### src/rtl/kmedoids_swap_search_assert.svh
// assertion macros for the k-medoids swap search block
// no dependencies; included by the top level
`ifndef KMEDOIDS_SWAP_SEARCH_ASSERT_SVH
`define KMEDOIDS_SWAP_SEARCH_ASSERT_SVH
`ifndef SYNTHESIS
`define KSS_ASSERT_IMP(label, clk, rst, ante, cons) \
   label: assert property (@(posedge clk) disable iff (rst) (ante) |-> (cons)) \
      else $error("kss: implication check failed");
`define KSS_ASSERT_NXT(label, clk, rst, ante, cons) \
   label: assert property (@(posedge clk) disable iff (rst) (ante) |=> (cons)) \
      else $error("kss: next-cycle check failed");
`else
`define KSS_ASSERT_IMP(label, clk, rst, ante, cons)
`define KSS_ASSERT_NXT(label, clk, rst, ante, cons)
`endif
`endif

### src/rtl/kss_pkg.sv
// shared constants, command codes and control structs for the swap search
// no dependencies
`default_nettype none
package kss_pkg;
   localparam int MAX_POINTS_DEF  = 1024;
   localparam int MAX_MEDOIDS_DEF = 16;
   localparam int COORD_BITS_DEF  = 16;

   localparam int K_W           = 5;
   localparam int SLOT_FIELD_W  = 4;
   localparam int INDEX_FIELD_W = 10;
   localparam int COST_FIELD_W  = 27;

   localparam logic [COST_FIELD_W-1:0] COST_MAX = '1;

   localparam logic [1:0] CMD_LOAD = 2'd0;
   localparam logic [1:0] CMD_SET  = 2'd1;
   localparam logic [1:0] CMD_RUN  = 2'd2;

   localparam logic STATUS_OK  = 1'b0;
   localparam logic STATUS_BAD = 1'b1;

   typedef struct packed {
      logic load;
      logic set;
      logic slot_clr;
      logic slot_inc;
      logic j_clr;
      logic j_inc;
      logic eval_start;
      logic eval_trial;
      logic cost_init;
      logic swap_take;
      logic changed_clr;
      logic out_ld;
      logic err_ld;
   } kss_cmd_type;

   typedef struct packed {
      logic run_bad;
      logic med_bad;
      logic slot_at_k;
      logic slot_last;
      logic j_at_pc;
      logic j_is_keep;
      logic eval_busy;
      logic eval_done;
      logic cost_less;
      logic changed;
      logic out_free;
   } kss_stat_type;
endpackage
`default_nettype wire

### src/rtl/kss_ctrl.sv
// control state machine of the swap search: sequences checks, cost passes and output
// depends on kss_pkg
`default_nettype none
module kss_ctrl (
   input  logic                 clock,
   input  logic                 reset,
   input  logic                 req_valid,
   input  logic [1:0]           req_cmd,
   output logic                 req_stall,
   output kss_pkg::kss_cmd_type cmd,
   input  kss_pkg::kss_stat_type stat
);
   import kss_pkg::*;

   typedef enum logic [8:0] {
      ST_IDLE  = 9'b000000001,
      ST_CHECK = 9'b000000010,
      ST_INITW = 9'b000000100,
      ST_PASS  = 9'b000001000,
      ST_TRY   = 9'b000010000,
      ST_WAIT  = 9'b000100000,
      ST_OUTR  = 9'b001000000,
      ST_OUTL  = 9'b010000000,
      ST_ERR   = 9'b100000000
   } state_type;

   state_type state_ff, state_in;

   // next state and commands
   always_comb begin
      cmd       = '0;
      state_in  = state_ff;
      req_stall = (state_ff != ST_IDLE);
      case (state_ff)
         ST_IDLE: begin
            if (req_valid) begin
               case (req_cmd)
                  CMD_LOAD: cmd.load = 1'b1;
                  CMD_SET:  cmd.set = 1'b1;
                  CMD_RUN: begin
                     cmd.slot_clr = 1'b1;
                     state_in     = ST_CHECK;
                  end
                  default: ;
               endcase
            end
         end
         // validate k, point count and every initial index
         ST_CHECK: begin
            if (stat.run_bad) begin
               state_in = ST_ERR;
            end else if (stat.slot_at_k) begin
               cmd.eval_start = 1'b1;
               state_in       = ST_INITW;
            end else if (stat.med_bad) begin
               state_in = ST_ERR;
            end else begin
               cmd.slot_inc = 1'b1;
            end
         end
         ST_INITW: begin
            if (stat.eval_done) begin
               cmd.cost_init = 1'b1;
               state_in      = ST_PASS;
            end
         end
         ST_PASS: begin
            cmd.changed_clr = 1'b1;
            cmd.slot_clr    = 1'b1;
            cmd.j_clr       = 1'b1;
            state_in        = ST_TRY;
         end
         // pick the next candidate for the current slot, or step to the next slot, or end the pass
         ST_TRY: begin
            if (stat.slot_at_k) begin
               if (stat.changed) begin
                  state_in = ST_PASS;
               end else begin
                  cmd.slot_clr = 1'b1;
                  state_in     = ST_OUTR;
               end
            end else if (stat.j_at_pc) begin
               cmd.slot_inc = 1'b1;
               cmd.j_clr    = 1'b1;
            end else if (stat.j_is_keep) begin
               cmd.j_inc = 1'b1;
            end else begin
               cmd.eval_start = 1'b1;
               cmd.eval_trial = 1'b1;
               state_in       = ST_WAIT;
            end
         end
         ST_WAIT: begin
            if (stat.eval_done) begin
               if (stat.cost_less) begin
                  cmd.swap_take = 1'b1;
                  cmd.j_clr     = 1'b1;
               end else begin
                  cmd.j_inc = 1'b1;
               end
               state_in = ST_TRY;
            end
         end
         ST_OUTR: state_in = ST_OUTL;
         ST_OUTL: begin
            if (stat.out_free) begin
               cmd.out_ld = 1'b1;
               if (stat.slot_last) begin
                  state_in = ST_IDLE;
               end else begin
                  cmd.slot_inc = 1'b1;
                  state_in     = ST_OUTR;
               end
            end
         end
         ST_ERR: begin
            if (stat.out_free) begin
               cmd.err_ld = 1'b1;
               state_in   = ST_IDLE;
            end
         end
         default: state_in = ST_IDLE;
      endcase
   end

   always_ff @(posedge clock) begin
      if (reset) begin
         state_ff <= ST_IDLE;
      end else begin
         state_ff <= state_in;
      end
   end
endmodule
`default_nettype wire

### config.mk
export PLATFORM = sky130hd
export DESIGN_NAME = kss_ctrl
export DESIGN_NICKNAME = d
export VERILOG_FILES = /design/src/rtl/kmedoids_swap_search_assert.svh /design/src/rtl/kss_pkg.sv /design/src/rtl/kss_ctrl.sv
export SDC_FILE = /design/constraint.sdc
export NUM_CORES = 1
export LEC_CHECK = 0
export ABC_CLOCK_PERIOD_IN_PS = 1600
export BUFFER_PORTS_ARGS = -buffer_cell sky130_fd_sc_hd__buf_2
export CORE_ASPECT_RATIO = 0.9
export CORE_UTILIZATION = 43
export DETAILED_ROUTE_END_ITERATION = 7
export PLACE_DENSITY = 0.71
export SYNTH_ARGS = -nofsm -noshare
export SYNTH_HDL_FRONTEND = slang
export SYNTH_SLANG_ARGS = --single-unit
### constraint.sdc
create_clock -name clock -period 1.6 [get_ports clock]
set_input_delay 0.32 -clock clock [delete_from_list [all_inputs] [get_ports clock]]
set_output_delay 0.32 -clock clock [all_outputs]
set_load 0.005 [all_outputs]
==> impl_metrics.ini, run 1 <==
[placement]
dp_hpwl_um = 2116
place_inst = 182
gp_congestion = 0.8975
placed_cell_area_um2 = 1199
port-buffer-count = 28

[clocking]
cts_hold_buffers = 0
cts.sinks = 9
clock_path_buffers = 2
root_buffer = clkbuf_4
htreeDepth = 1
numCtsBuffers = 3

[global_route]
grt_max_degree = 11

[run_status]
status = stopped before the end
first-error = [ERROR DPL-0038] Utilization greater than 100%, impossible to legalize
haltStage = 5_1_grt

[synthesis]
synth-edff-count = 0
yosys_most_used_dff = dfxtp_1
synth_cell_type_count = 44
synth_area_per_cell_um2 = 7.684
ys_seq_elements = 9
syn-num-nets = 122
ys_seq_area_share_pct = 22.12
netlist_area_um2 = 814.5
postSynthCellCount = 106
async_flop_share_pct = 0
synth_warnings = 0

[floorplan]
die_x_um = 47.88
initial_utilization_pct = 47.45
dieHeight_um = 43.29
num_rows = 14
boundaryPins = 30

[sta]
worstEndpointType = output port
worstEndpointGrtRepair = cmd[12]
==> cell usage after synthesis, types with 2 or more instances <==
cell type / instances / area share [%]
nand3b_1: 3 / 2.8
nand4b_1: 2 / 2.2
and4b_1: 3 / 3.7
o21ai_1: 2 / 1.2
nand3_1: 3 / 1.8
nor2_1: 9 / 4.1
nor4b_1: 2 / 2.2
inv_1: 2 / 0.92
o21ai_0: 4 / 2.5
nand2_1: 9 / 4.1
a211o_1: 2 / 2.2
nand4_1: 4 / 3.1
nor3_1: 9 / 5.5
buf_2: 4 / 2.5
nor2b_1: 2 / 1.5
a21oi_1: 4 / 2.5
and3_1: 4 / 3.1
dfxtp_1: 9 / 22
and2_1: 2 / 1.5
o21ba_2: 2 / 2.5
xor2_1: 2 / 2.2
==> through the flow <==
stage / setup slack [ns] / TNS, ns
2_1_floorplan: -0.1832 / -0.4664
3_3_place_gp: -0.2489 / -3.132
3_5_place_dp: -0.2900 / -4.150
4_1_cts: -0.5318 / -7.455
==> cell families after synthesis <==
| family | after synthesis | synth area share, % |
|---|---|---|
| AOI/OAI and AO/OA | 23 | 20.28 |
| xor gates and xnor gates | 2 | 2.151 |
| buffers and inverters | 9 | 5.683 |
| DFF | 9 | 22.12 |
| and+or+nand+nor | 63 | 49.77 |
==> timing repair <==
item,in CTS
gates resized for setup,43
buffers inserted,18
endpoints found under the setup margin,22
pin swaps,20
==> inputs of run 2 (changes only) <==
--- a/config.mk
+++ b/config.mk
@@ -5,12 +5,12 @@
 export SDC_FILE = /design/constraint.sdc
 export NUM_CORES = 1
 export LEC_CHECK = 0
-export ABC_CLOCK_PERIOD_IN_PS = 1600
+export ABC_CLOCK_PERIOD_IN_PS = 2100
 export BUFFER_PORTS_ARGS = -buffer_cell sky130_fd_sc_hd__buf_2
-export CORE_ASPECT_RATIO = 0.9
-export CORE_UTILIZATION = 43
+export CORE_AREA = 2 2 63 65
 export DETAILED_ROUTE_END_ITERATION = 7
-export PLACE_DENSITY = 0.71
+export DIE_AREA = 0 0 65 67
+export PLACE_DENSITY_LB_ADDON = 0.15
 export SYNTH_ARGS = -nofsm -noshare
 export SYNTH_HDL_FRONTEND = slang
 export SYNTH_SLANG_ARGS = --single-unit
==> constraint.sdc (replaced) <==
create_clock -name clock -period 2.1 [get_ports clock]
set_input_delay 0.42 -clock clock [delete_from_list [all_inputs] [get_ports clock]]
set_output_delay 0.42 -clock clock [all_outputs]
set_load 0.005 [all_outputs]
==> run 2 against run 1 <==
The flow now finishes, with violations (setup timing). Synthesized cell count unchanged. Area after synthesis unchanged.
==> impl_metrics.ini, run 2 <==
[power]
total_power_mw = 0.8180
leakage_nw = 0.5742
p_per_area_nw_per_um2 = 627.4
peakVddDrop_mv = 0.3018

[finish]
final_cells = 200
fin_nets = 169
area_growth_pct = 60.06
fin_area_um2 = 1304
utilization_pct = 36.16
layout_commonest_cell = buf_2
final_cell_mix = buf_2, buf_4, nand2_1
drive_gt1_share_pct = 55.26
top_register = state_ff
n_antenna_cell = 0
largest_reg_flops = 9
reg.largest.list = state_ff: 9 flops

[synthesis]
yosys.area.top_type = dfxtp_1
synth_top_area_share_pct = 22.12
netlist_area_um2 = 814.5
synth_area_per_cell_um2 = 7.684
async_flop_share_pct = 0
synth_commonest_cells = dfxtp_1, nand2_1, nor2_1, nor3_1
ys_seq_area_share_pct = 22.12
synth_cell_type_count = 44
synth-edff-count = 0
syn-num-nets = 122
postSynthCellCount = 106
synthTopCellsByArea = dfxtp_1, nor3_1, nand2_1
ys_seq_elements = 9
synth_warnings = 0
yosys_most_used_dff = dfxtp_1

[setup_path]
critPathLaunchType = register
crit_slowest_cell = or4b_4
critical_path_class = reg -> out
crit_path_end_kind = output pin
arrival_ns = 1.79
crit_family = simple AND/OR/NAND/NOR gates
path_cells = or4b_4 -> nor4_4 -> inv_2 -> nor4b_2 -> buf_2
worst-path-max-fanout = 4
cp_data_required_time_ns = 1.68
max_stage_delay_ns = 0.55
path_buf_inv = 2

[hold_path]
hold_class = in -> reg

[drt]
drt_iter0_markers = 21
drc = 0
final_antenna_net_count = 0
vias_per_cell = 5.045
vias = 1009
firstDrtPassIters = 4
wl_per_cell_um = 13.89
drt_wl_total_um = 2777

[placement]
port-buffer-count = 28
gp_congestion = 0.7678
dp_hpwl_um = 2008
place_ws_ns = 0.08761
place_inst = 190
placed_cell_area_um2 = 1085

[global_route]
grt_pass1_vias = 935
grt_use_total_pct = 13.37
grt_antenna_before_repair = 0
grt_max_degree = 12
grt_first_pass_wirelength_um = 4402
grt_overflow = 0

[sta]
tightest_slew_ns = 0.3941
finalHoldViolCount = 0
setup_ws_ns = -0.1105
slew_headroom_pct = 73.31
fin_tns_setup_ns = -0.1874
finalCritPeriodShare_pct = 105.3
period_needed_ns = 2.210
finClkSkew_ns = 0.004075
rsz0062_at_grt = true
fin_hold_ws_ns = 0.4918
maxSlewViolCount = 0
setup_viol = 4
max_freq_ghz = 0.4524

[floorplan]
dieHeight_um = 67
core_um2 = 3606
initial_utilization_pct = 22.59
die_x_um = 65
boundaryPins = 30
die_area_um2 = 4355
num_rows = 22

[run_status]
violations = setup timing
status = complete, but fails checks

[clocking]
numCtsBuffers = 3
cts.sinks = 9
root_buffer = clkbuf_8
cts.reportedPaths.clkPinSlew_ns = 0.04
cts_tree = done
clkLatencyLatePin_ns = 0.24
htreeDepth = 1
clock_path_buffers = 2

[job]
max_cap_violations = 0
[run 2: cell counts after synthesis]
Identical to the previous run, type by type.
[run 2: worst reg2reg max path, cell delays in order, from the launching register on]
cell and delay, ns:
dfxtp_1 0.33, buf_4 0.17, nor4_4 0.06, buf_4 0.14
buf_4 0.13, and4b_1 0.18, a211o_1 0.32, or2_4 0.28
a211oi_2 0.21
[run 2: path summary, 6_finish.rpt]
| kind | from | to | slack [ns] | cells after the start |
|---|---|---|---|---|
| setup / recovery | state_ff[1] | cmd[12] | -0.11 | 5 |
| hold / removal | reset | state_ff[4] | 0.49 | 2 |
| setup reg to reg | state_ff[2] | state_ff[4] | 0.20 | 8 |
| hold reg to reg | state_ff[7] | state_ff[7] | 0.58 | 2 |
[run 2: area by class of cell]
type,instances,area (um2)
Multi-Input combinational cell,88,703.2
Fill cell,384,2302
Tap cell,48,60.06
Inverter,3,11.26
Sequential cell,9,193.9
Timing Repair Buffer,48,290.3
Clock buffer,4,45.04
[run 2: per-layer routing]
layer | wire length [um] | up-vias | track usage, %
li1 | - | 498 | -
met1 | 1317 | 480 | 17.71
met2 | 1295 | 29 | 21.52
met3 | 144 | 2 | 3.547
met4 | 19 | 0 | 3.191
met5 | 0 | - | 0
[run 2: power breakdown]
part | total, mW | leakage [nW] | switching [mW] | internal, mW
registers | 0.196 | 0.0761 | 0.0107 | 0.185
logic | 0.416 | 0.475 | 0.197 | 0.219
clock network | 0.206 | 0.0228 | 0.0732 | 0.133
total | 0.818 | 0.574 | 0.281 | 0.537
[run 2: what timing repair did]
item,4_1_cts,5_1_grt
endpoints found under the setup margin,8,9
gates cloned,0,0
hold buffers,0,0
hold endpoints to repair,0,0
gates resized for setup,8,23
setup buffers,4,2
pin swaps,2,2
[run 2: logic make-up (layout without fill, tap and decap cells)]
kind of cell              Yosys count  count (layout)  synth area share (%)
DFF                                 9               9                 22.12
AOI/OAI and AO/OA                  23              23                 20.28
buffers and inverters               9              55                 5.683
xor gates and xnor gates            2               2                 2.151
and+or+nand+nor                    63              63                 49.77
Note: power is estimated with default switching activity, not from simulation.
